==> config.mk <==
export PLATFORM = sky130hd
export DESIGN_NAME = multi_channel_fade_ramp_core
export DESIGN_NICKNAME = d
export VERILOG_FILES = /design/src/sv/mcfr_pkg.sv /design/src/sv/mcfr_datapath.sv /design/src/sv/mcfr_ctrl.sv /design/src/sv/multi_channel_fade_ramp_core.sv
export VERILOG_INCLUDE_DIRS = /design/src /design/src/sv
export SDC_FILE = /design/constraint.sdc
export NUM_CORES = 1
export LEC_CHECK = 0
export ABC_AREA = 0
export CAP_MARGIN = 20
export CORE_AREA = 8 8 230 232
export DETAILED_ROUTE_END_ITERATION = 12
export DIE_AREA = 0 0 238 240
export DONT_BUFFER_PORTS = 1
export MAX_ROUTING_LAYER = met4
export PLACE_DENSITY = 0.6
export SETUP_SLACK_MARGIN = 0.5
export SYNTH_ARGS = -nofsm -noshare
export SYNTH_HDL_FRONTEND = slang
export SYNTH_SLANG_ARGS = --single-unit
==> constraint.sdc <==
create_clock -name clk -period 13.3 [get_ports clk]
set_input_delay 2.66 -clock clk [delete_from_list [all_inputs] [get_ports clk]]
set_output_delay 2.66 -clock clk [all_outputs]
set_load 0.02 [all_outputs]
==> src/sv/multi_channel_fade_ramp_core_defines.svh <==
// assertion macros shared by the fade ramp core
`ifndef MULTI_CHANNEL_FADE_RAMP_CORE_DEFINES_SVH
`define MULTI_CHANNEL_FADE_RAMP_CORE_DEFINES_SVH
`ifndef NO_ASSERTIONS
`define MCFR_ASSERT_IMPLY(lbl, ante, cons) \
    lbl: assert property (@(posedge clk) disable iff (!rst_n) (ante) |-> (cons)) \
        else $error("mcfr assertion failed");
`define MCFR_ASSERT_NEXT(lbl, ante, cons) \
    lbl: assert property (@(posedge clk) disable iff (!rst_n) (ante) |=> (cons)) \
        else $error("mcfr assertion failed");
`else
`define MCFR_ASSERT_IMPLY(lbl, ante, cons)
`define MCFR_ASSERT_NEXT(lbl, ante, cons)
`endif
`endif

==> src/sv/mcfr_pkg.sv <==
// types and constants of the fade ramp core
package mcfr_pkg;

    localparam int NUM_CHANNELS = 8;
    localparam int CH_W         = 3;
    localparam int CH_DEPTH     = 2 ** CH_W;
    localparam int LVL_W        = 16;

    localparam logic [2:0] CMD_CONFIG = 3'd0;
    localparam logic [2:0] CMD_KICK   = 3'd1;
    localparam logic [2:0] CMD_KILL   = 3'd2;
    localparam logic [2:0] CMD_POLL   = 3'd3;
    localparam logic [2:0] CMD_TICK   = 3'd4;

    localparam logic [LVL_W-1:0] IDLE_LEVEL = 16'hFFFF;
    localparam logic [LVL_W-1:0] DOWN_START = 16'h7FFF;
    localparam logic [LVL_W-1:0] UP_START   = 16'h0000;
    localparam logic [LVL_W-1:0] STEP_RESET = 16'h0100;
    localparam logic [1:0]       BLEND_RESET  = 2'd1;
    localparam logic [2:0]       MASK_RESET   = 3'd3;
    localparam logic [7:0]       BUCKET_RESET = 8'd0;

    localparam logic [CH_W-1:0] LAST_CH = CH_W'(NUM_CHANNELS - 1);

    typedef struct packed {
        logic            wr_cfg;
        logic            wr_kick;
        logic            wr_kill;
        logic            load_poll;
        logic            load_tick;
        logic            last;
        logic [CH_W-1:0] rd_idx;
    } mcfr_cmd_t;

    typedef struct packed {
        logic in_range;
    } mcfr_stat_t;

endpackage

==> src/sv/mcfr_datapath.sv <==
// channel register bank, tick arithmetic and result register
module mcfr_datapath
(
    input  logic                        clk,
    input  logic                        rst_n,
    input  mcfr_pkg::mcfr_cmd_t         cmd,
    output mcfr_pkg::mcfr_stat_t        stat,
    input  logic [mcfr_pkg::CH_W-1:0]   channel,
    input  logic [15:0]                 start_value,
    input  logic signed [15:0]          ramp_step,
    input  logic [1:0]                  blend_mode,
    input  logic [2:0]                  color_mask,
    input  logic [7:0]                  order_bucket,
    output logic [mcfr_pkg::CH_W-1:0]   out_channel,
    output logic                        drawn,
    output logic [7:0]                  red,
    output logic [7:0]                  green,
    output logic [7:0]                  blue,
    output logic [1:0]                  out_blend,
    output logic [7:0]                  out_bucket,
    output logic                        done_flag,
    output logic                        last
);
    import mcfr_pkg::*;

    logic [LVL_W-1:0] level_reg  [CH_DEPTH];
    logic [LVL_W-1:0] step_reg   [CH_DEPTH];
    logic [1:0]       blend_reg  [CH_DEPTH];
    logic [2:0]       mask_reg   [CH_DEPTH];
    logic [7:0]       bucket_reg [CH_DEPTH];

    logic [LVL_W-1:0] rd_level;
    logic [LVL_W-1:0] rd_step;
    logic [LVL_W-1:0] kick_level;
    logic [LVL_W-1:0] sum_level;
    logic [7:0]       bright;
    logic             active;

    logic [CH_W-1:0] ch_reg;
    logic            drawn_reg;
    logic [7:0]      red_reg;
    logic [7:0]      green_reg;
    logic [7:0]      blue_reg;
    logic [1:0]      blend_out_reg;
    logic [7:0]      bucket_out_reg;
    logic            done_reg;
    logic            last_reg;

    assign stat.in_range = ({1'b0, channel} < (CH_W + 1)'(NUM_CHANNELS));

    assign rd_level = level_reg[cmd.rd_idx];
    assign rd_step  = step_reg[cmd.rd_idx];
    assign active   = ~rd_level[LVL_W-1];
    assign bright   = rd_level[14:7];
    assign sum_level = rd_level + rd_step;

    // kick: ramp start follows step sign, zero step loads the given value
    always_comb
    begin
        if (rd_step == '0)
        begin
            kick_level = start_value;
        end
        else if (rd_step[LVL_W-1])
        begin
            kick_level = DOWN_START;
        end
        else
        begin
            kick_level = UP_START;
        end
    end

    always_ff @(posedge clk or negedge rst_n)
    begin
        if (!rst_n)
        begin
            for (int i = 0; i < CH_DEPTH; i++)
            begin
                level_reg[i]  <= IDLE_LEVEL;
                step_reg[i]   <= STEP_RESET;
                blend_reg[i]  <= BLEND_RESET;
                mask_reg[i]   <= MASK_RESET;
                bucket_reg[i] <= BUCKET_RESET;
            end
        end
        else
        begin
            if (cmd.wr_cfg)
            begin
                step_reg[cmd.rd_idx]   <= ramp_step;
                blend_reg[cmd.rd_idx]  <= blend_mode;
                mask_reg[cmd.rd_idx]   <= color_mask;
                bucket_reg[cmd.rd_idx] <= order_bucket;
            end
            if (cmd.wr_kick)
            begin
                level_reg[cmd.rd_idx] <= kick_level;
            end
            if (cmd.wr_kill)
            begin
                level_reg[cmd.rd_idx] <= IDLE_LEVEL;
            end
            if (cmd.load_tick && active)
            begin
                level_reg[cmd.rd_idx] <= sum_level;
            end
        end
    end

    // result register, payload only
    always_ff @(posedge clk)
    begin
        if (cmd.load_poll)
        begin
            ch_reg         <= channel;
            drawn_reg      <= 1'b0;
            red_reg        <= '0;
            green_reg      <= '0;
            blue_reg       <= '0;
            blend_out_reg  <= '0;
            bucket_out_reg <= '0;
            done_reg       <= stat.in_range ? rd_level[LVL_W-1] : 1'b1;
            last_reg       <= 1'b1;
        end
        else if (cmd.load_tick)
        begin
            ch_reg         <= cmd.rd_idx;
            drawn_reg      <= active;
            red_reg        <= (active && mask_reg[cmd.rd_idx][2]) ? bright : 8'd0;
            green_reg      <= (active && mask_reg[cmd.rd_idx][1]) ? bright : 8'd0;
            blue_reg       <= (active && mask_reg[cmd.rd_idx][0]) ? bright : 8'd0;
            blend_out_reg  <= blend_reg[cmd.rd_idx];
            bucket_out_reg <= bucket_reg[cmd.rd_idx];
            done_reg       <= 1'b0;
            last_reg       <= cmd.last;
        end
    end

    assign out_channel = ch_reg;
    assign drawn       = drawn_reg;
    assign red         = red_reg;
    assign green       = green_reg;
    assign blue        = blue_reg;
    assign out_blend   = blend_out_reg;
    assign out_bucket  = bucket_out_reg;
    assign done_flag   = done_reg;
    assign last        = last_reg;

endmodule

==> src/sv/mcfr_ctrl.sv <==
// request sequencing and tick walk state machine
`include "multi_channel_fade_ramp_core_defines.svh"
module mcfr_ctrl
(
    input  logic                        clk,
    input  logic                        rst_n,
    input  logic                        cmd_valid,
    output logic                        cmd_stall,
    input  logic [2:0]                  command,
    input  logic [mcfr_pkg::CH_W-1:0]   channel,
    output logic                        res_valid,
    input  logic                        res_stall,
    output mcfr_pkg::mcfr_cmd_t         cmd,
    input  mcfr_pkg::mcfr_stat_t        stat
);
    import mcfr_pkg::*;

    localparam logic ST_IDLE = 1'b0;
    localparam logic ST_TICK = 1'b1;

    logic            state_reg;
    logic            state_next;
    logic [CH_W-1:0] idx_reg;
    logic [CH_W-1:0] idx_next;
    logic            res_valid_reg;
    logic            res_valid_next;
    logic            slot_free;
    logic            accept;

    assign slot_free = ~res_valid_reg | ~res_stall;
    assign cmd_stall = (state_reg != ST_IDLE) | ~slot_free;
    assign accept    = cmd_valid & ~cmd_stall;

    always_comb
    begin
        cmd            = '0;
        state_next     = state_reg;
        idx_next       = idx_reg;
        res_valid_next = res_valid_reg & res_stall;
        cmd.rd_idx     = channel;
        case (state_reg)
            ST_IDLE:
            begin
                if (accept)
                begin
                    case (command)
                        CMD_CONFIG: cmd.wr_cfg  = stat.in_range;
                        CMD_KICK:   cmd.wr_kick = stat.in_range;
                        CMD_KILL:   cmd.wr_kill = stat.in_range;
                        CMD_POLL:
                        begin
                            cmd.load_poll  = 1'b1;
                            res_valid_next = 1'b1;
                        end
                        CMD_TICK:
                        begin
                            state_next = ST_TICK;
                            idx_next   = '0;
                        end
                        default: ;
                    endcase
                end
            end
            ST_TICK:
            begin
                cmd.rd_idx = idx_reg;
                cmd.last   = (idx_reg == LAST_CH);
                if (slot_free)
                begin
                    cmd.load_tick  = 1'b1;
                    res_valid_next = 1'b1;
                    idx_next       = idx_reg + 1'b1;
                    if (idx_reg == LAST_CH)
                    begin
                        state_next = ST_IDLE;
                    end
                end
            end
            default:
            begin
                state_next = ST_IDLE;
            end
        endcase
    end

    always_ff @(posedge clk or negedge rst_n)
    begin
        if (!rst_n)
        begin
            state_reg     <= ST_IDLE;
            idx_reg       <= '0;
            res_valid_reg <= 1'b0;
        end
        else
        begin
            state_reg     <= state_next;
            idx_reg       <= idx_next;
            res_valid_reg <= res_valid_next;
        end
    end

    assign res_valid = res_valid_reg;

    `MCFR_ASSERT_IMPLY(a_idx_range, state_reg == ST_TICK, {1'b0, idx_reg} < (CH_W + 1)'(NUM_CHANNELS))
    `MCFR_ASSERT_NEXT(a_tick_enters_walk, accept && command == CMD_TICK, state_reg == ST_TICK)
    `MCFR_ASSERT_NEXT(a_poll_gives_result, accept && command == CMD_POLL, res_valid_reg)
    `MCFR_ASSERT_NEXT(a_held_result_stays, res_valid_reg && res_stall, res_valid_reg)
    `MCFR_ASSERT_IMPLY(a_no_write_in_walk, state_reg == ST_TICK, !(cmd.wr_cfg || cmd.wr_kick || cmd.wr_kill))

endmodule

==> src/sv/multi_channel_fade_ramp_core.sv <==
// top level of the multi-channel screen fade ramp core
//
//   channel   direction  handshake             payload
//   request   in         cmd_valid / cmd_stall command channel start_value ramp_step
//                                              blend_mode color_mask order_bucket
//   result    out        res_valid / res_stall out_channel drawn red green blue
//                                              out_blend out_bucket done_flag last
//
// configure, kick and kill give no result
// poll gives one result, marked last, valid the cycle after the request is taken
// tick walks the channels one per cycle while the result is not stalled, through the
// shared level adder, from the cycle after the request; no request is taken during the walk
// one result register; a new request is taken in the cycle the pending result leaves
// reset puts every channel idle with default step, blend, mask and bucket
module multi_channel_fade_ramp_core
(
    input  logic                        clk,
    input  logic                        rst_n,
    input  logic                        cmd_valid,
    output logic                        cmd_stall,
    input  logic [2:0]                  command,
    input  logic [mcfr_pkg::CH_W-1:0]   channel,
    input  logic [15:0]                 start_value,
    input  logic signed [15:0]          ramp_step,
    input  logic [1:0]                  blend_mode,
    input  logic [2:0]                  color_mask,
    input  logic [7:0]                  order_bucket,
    output logic                        res_valid,
    input  logic                        res_stall,
    output logic [mcfr_pkg::CH_W-1:0]   out_channel,
    output logic                        drawn,
    output logic [7:0]                  red,
    output logic [7:0]                  green,
    output logic [7:0]                  blue,
    output logic [1:0]                  out_blend,
    output logic [7:0]                  out_bucket,
    output logic                        done_flag,
    output logic                        last
);
    import mcfr_pkg::*;

    // commands from the sequencer, channel range status back
    mcfr_cmd_t  dp_cmd;
    mcfr_stat_t dp_stat;

    // sequencer: request handshake, tick walk and result valid
    mcfr_ctrl u_ctrl
    (
        .clk       (clk),
        .rst_n     (rst_n),
        .cmd_valid (cmd_valid),
        .cmd_stall (cmd_stall),
        .command   (command),
        .channel   (channel),
        .res_valid (res_valid),
        .res_stall (res_stall),
        .cmd       (dp_cmd),
        .stat      (dp_stat)
    );

    // channel bank and result payload register
    mcfr_datapath u_datapath
    (
        .clk          (clk),
        .rst_n        (rst_n),
        .cmd          (dp_cmd),
        .stat         (dp_stat),
        .channel      (channel),
        .start_value  (start_value),
        .ramp_step    (ramp_step),
        .blend_mode   (blend_mode),
        .color_mask   (color_mask),
        .order_bucket (order_bucket),
        .out_channel  (out_channel),
        .drawn        (drawn),
        .red          (red),
        .green        (green),
        .blue         (blue),
        .out_blend    (out_blend),
        .out_bucket   (out_bucket),
        .done_flag    (done_flag),
        .last         (last)
    );

endmodule
After elaboration in Yosys (flattened, before gate mapping)
Index checks and enable logic that the tools add are counted.
{ "word_totals": {"regBits": 405, "input_bits": 55} }
{ "classes": {"n_addsub": 2, "reduce_logical": 9, "eq_ne": 8, "n_bitwise": 12, "muxes": 62, "magnitude_cmp": 2} }
{ "op_table": {"columns": ["op", "count"], "rows": [
  ["$bwmux W128", 3],
  ["$mux W128", 3],
  ["$or A128 B128 Y128", 1],
  ["$bmux W16 S3", 2],
  ["$mux W16", 6],
  ["$bwmux W64", 1],
  ["$demux W16 S3", 1],
  ["$mux W8", 6],
  ["$bmux W8 S3", 1],
  ["$bwmux W24", 1],
  ["$demux W8 S3", 1],
  ["$mux W3", 8],
  ["$add A16 B16 Y16", 1],
  ["$bwmux W16", 1],
  ["$logic_not A16 Y1", 1],
  ["$mux W15", 1],
  ["$mux W1", 14],
  ["$bmux W3 S3", 1],
  ["$demux W3 S3", 1],
  ["$mux W4", 2],
  ["$bmux W2 S3", 1],
  ["$demux W2 S3", 1],
  ["$eq A3 B2 Y1 const B", 2],
  ["$eq A3 B3 Y1 const B", 2],
  ["other kinds (18)", 33]
]} }

Longest topological paths before layout
{ "logic_depth": {"ltp_word": 16, "ltp_mapped": 23, "depth_no_buf": 17} }

Hierarchy
From an unflattened synthesis, not the netlist that was laid out.
{ "hier_totals": {"hier_cells": 1662, "area_unflattened_um2": 19984.2} }
{ "by_module_without_submodules": {"columns": ["module", "cells_per_inst", "instances", "area_each_um2", "seq_area_each_um2"], "rows": [
  ["mcfr_datapath", 1631, 1, 19661.4, 10049.6],
  ["mcfr_ctrl", 31, 1, 322.8, 125.1]
]} }

Least setup slack after synthesis
OpenSTA, ideal clock, no wires.
{ "synth_timing": {"kind": "in2reg", "start": "in channel[1] (netlist name)", "end": "reg u_datapath.level_reg[110] (netlist name)", "path_slack_ns": 6.262, "required_time_ns": 13.206, "path_stages": 20, "setup_time_ns": 0.094, "arrival_ns": 6.945, "path_cell_list": "buf_2 nor3_1 or2_2 clkbuf_1 nand2_1 clkbuf_1 clkbuf_1 o22ai_1 nor3_1 ha_1 fa_1 a21o_1 a21oi_1 o21ai_0 o41ai_1 a211o_1 a221oi_4 a2111o_1 nand3_1 a22oi_1"} }
{ "synth_via": {"elab_chain_len": 13} }
{ "synth_rtl": {"columns": ["element", "line_no", "text"], "rows": [
  ["from (decl)", "multi_channel_fade_ramp_core.sv:22", "input logic [mcfr_pkg::CH_W-1:0] channel,"],
  ["$mux W5 (*)", "mcfr_ctrl.sv:41", "case (state_reg)"],
  ["$not A3 Y4 (implied by the code) (*)", null, null],
  ["$bmux W16 S3", "mcfr_datapath.sv:52", "assign rd_step = step_reg[cmd.rd_idx];"],
  ["$mux W16 (implied by the code) (2 in a row)", "mcfr_datapath.sv:52", null],
  ["$logic_not A16 Y1 or $mux W15 (tied branches)", "mcfr_datapath.sv:60, mcfr_datapath.sv:64", null],
  ["$mux W16", "mcfr_datapath.sv:60", "if (rd_step == '0)"],
  ["$bwmux W128", "mcfr_datapath.sv:98", "level_reg[cmd.rd_idx] <= kick_level;"],
  ["$mux W128", "mcfr_datapath.sv:96", "if (cmd.wr_kick)"],
  ["$or A128 B128 Y128 (no source line)", null, null],
  ["$mux W128", "mcfr_datapath.sv:100", "if (cmd.wr_kill)"],
  ["$bwmux W128", "mcfr_datapath.sv:106", "level_reg[cmd.rd_idx] <= sum_level;"],
  ["$mux W128 (*)", "mcfr_datapath.sv:104", "if (cmd.load_tick && active)"],
  ["to (signal, indexed assignment)", "mcfr_datapath.sv:98", null],
  ["to (signal, indexed assignment)", "mcfr_datapath.sv:106", null],
  ["to (decl)", "mcfr_datapath.sv:26", "logic [LVL_W-1:0] level_reg [CH_DEPTH];"]
]} }
Every way passes the cells marked *; elsewhere a longest branch is shown, timed or not. The select of a mux whose other input is x is not followed.
A chain may end at the register's enable or synchronous reset.

Final worst setup path
{ "layout_timing": {"start": "in channel[1] (netlist name)", "end": "reg u_datapath.level_reg[14] (netlist name)"} }
Same word-level chain as after synthesis.

==> metrics.txt <==
worst-skew pair later-pin latency 0.59 ns; Starting DRT DRC Count 1642; vias per cell 6.28; # port buffers 0; library cells used by synthesis 83; Max Clk Rate 0.141 GHz; # Post-CTS Setup Buffers 0; clock skew 0.0217 ns; Peak VDD IR 143 uV; RSZ-0062 raised after global routing false; Overflow after GRT 0; area of the multi-input gates 8680 um^2; yosys warns 0; post-route setup TNS 0 ns; Clock transition at path regs 0.06 ns; CP Capture Point u_datapath.level_reg[14]; Initial Util 39.2%; data required time at the worst endpoint 13.78 ns; routed via count 15300; Max FO, Critical Path 22; dpl hpwl 43200 um; Post-Syn Instances 1760; Ports 97; PostCTS Resize Cnt 0; Critical R2R Launch u_ctrl.state_reg; failing checks slew limit; status finished, violations left; # clock sinks 405; actual slew at the worst max-slew pin 1.62 ns; post-route ant nets 0; hold path cells 1; sequential area share after synthesis 52.5%; Syn Nets 1834; final net count 1804; largest net degree at the start of global routing 366; Crit. Startpoint channel[1]; number of remaining DRC errors 0; core area 49500 um^2; fin crit period 7.10 ns; max_cap viols 0; Seq. cell area 10200 um^2; # H-tree levels 2; Final period util 53.4%; std cell rows 82; CTS root buffer clkbuf_16; hold buffer count at CTS 0; most frequent cells in the layout 233 x mux2_2, 205 x dfrtp_1, 160 x dfstp_2; post-synthesis register bit count 405; fillers 4660; Max Root-Sink Buffers 3; EDFF count, synth 4; global-route wire length before repair 101000 um; routed wire length per instance 27.5 um; CP max stage delay 0.59 ns; final hold vios 0; slowest stage cell on the critical path or2_2; WP buf/inv 1; gr usage total 23.7%; most common cell after layout, fill and taps aside mux2_2; final core utilization 43.7%; delay-heaviest family, CP compound AO/OA/AOI/OAI gates; LEAKAGE 9.13 nW; crit-path cells nor3_1 > or2_2 > nand2_1 > buf_4 > o22ai_1 > nor3_1 > ha_1 > fa_1 > a21o_1 > a21oi_1 > o21ai_0 > o41ai_1 > a211o_1 > a221oi_4 > a2111o_1 > nand3_1 > a22oi_1; Top FF cell, synth dfrtp_1; Synth-to-Final Area Change 11.3%; reg2reg path depth 18; Worst R2R Setup Slack 7.60 ns; PwrDens 291 nW/um^2; vias in the first global route 15400; synthesized area 19400 um^2; Max-slew headroom -7.80%; WP data arrival 7.58 ns; syn avg cell area 11.0 um^2; total CTS buffers 45; die area 57100 um^2; worst hold path type flop to flop; CTS tree built; Total Wirelength 67000 um; Setup CP Type primary input to flop; Placer Congestion 0.974; fraction of final layout cells sized beyond drive strength 1 31.4%; Setup crit end kind flop; initial antenna violation count 2; Worst path most repeated cell nor3_1; final max-slew violation count 118; final setup fails 0; CP Launch Type primary input; Async SR Flop Fraction 90.1%; chip height 240 um; stages on the worst setup path 17; First-pass DRT Iterations 6; RR Endpoint u_datapath.level_reg[14]; Die X 238 um
[cells by family after synthesis]
group	synth area share (%)
flip-flops	52.5
XOR/XNOR	0.800
adder cells (fa/ha/maj)	1.26
buffers and inverters	3.12
AO/OA/AOI/OAI	17.6
AND/OR/NAND/NOR	10.2
multiplexers	14.6
[how the worst min path moves through the flow]
stage / endpoint / from
global placement: u_datapath.step_reg[59] / u_datapath.step_reg[59]
CTS: u_datapath.step_reg[16] / u_datapath.step_reg[16]
finish: u_datapath.bucket_reg[26] / u_datapath.bucket_reg[26]
floorplan: u_datapath.step_reg[59] / u_datapath.step_reg[59]
detailed placement: u_datapath.step_reg[16] / u_datapath.step_reg[16]
global route: u_datapath.step_reg[75] / u_datapath.step_reg[75]
[report_power, final]
group | switching [W] | internal [W] | total (W)
Sequential | 0.000311 | 0.00178 | 0.00210
Clock | 0.000523 | 0.000742 | 0.00127
Combinational | 0.00193 | 0.000987 | 0.00291
Total | 0.00276 | 0.00351 | 0.00628
[per-layer routing]
metal  vias to the layer above  track usage [%]  wire length [um]
met5                         -                -                 0
met4                         0             12.1              3580
met3                       195             5.83              6010
met2                       744             36.4             30800
met1                      7845             29.1             26700
li1                       6511                -                 -
[through the flow]
step	setup WS, ns	instance area, um^2	hold slack (ns)	total power, W	std cells
CTS	6.28	21600	0.507	0.00623	2435
detailed placement	5.69	20100	0.493	0.00496	2354
global route	5.90	21600	0.512	0.00658	2437
finish	6.20	21600	0.503	0.00628	2437
floorplan	6.26	19400	0.471	0.00395	1760
global placement	5.78	20100	0.485	0.00493	2353
[cells in the mapped netlist (44+ instances only)]
library cell | n | area [um^2]
clkbuf_1 | 67 | 251
mux2_2 | 233 | 2620
a221oi_1 | 63 | 552
dfstp_2 | 160 | 4200
dfrtp_1 | 205 | 5130
a22oi_1 | 54 | 405
nand2_1 | 153 | 574
nand3_1 | 44 | 220
nor2_1 | 144 | 541
o22ai_1 | 95 | 594
o21ai_0 | 83 | 415
a21oi_1 | 82 | 410
[layout make-up]
type,count,share of cell area [%]
inverter,21,0.377
sequential,405,47.1
timing repair buffer,41,1.43
multi-input combinational,1216,40.2
antenna,1,0.0116
clock buffer,65,6.03
clock inverter,16,0.916
tap,672,3.89
No activity file was read; power rests on OpenSTA's default activity.
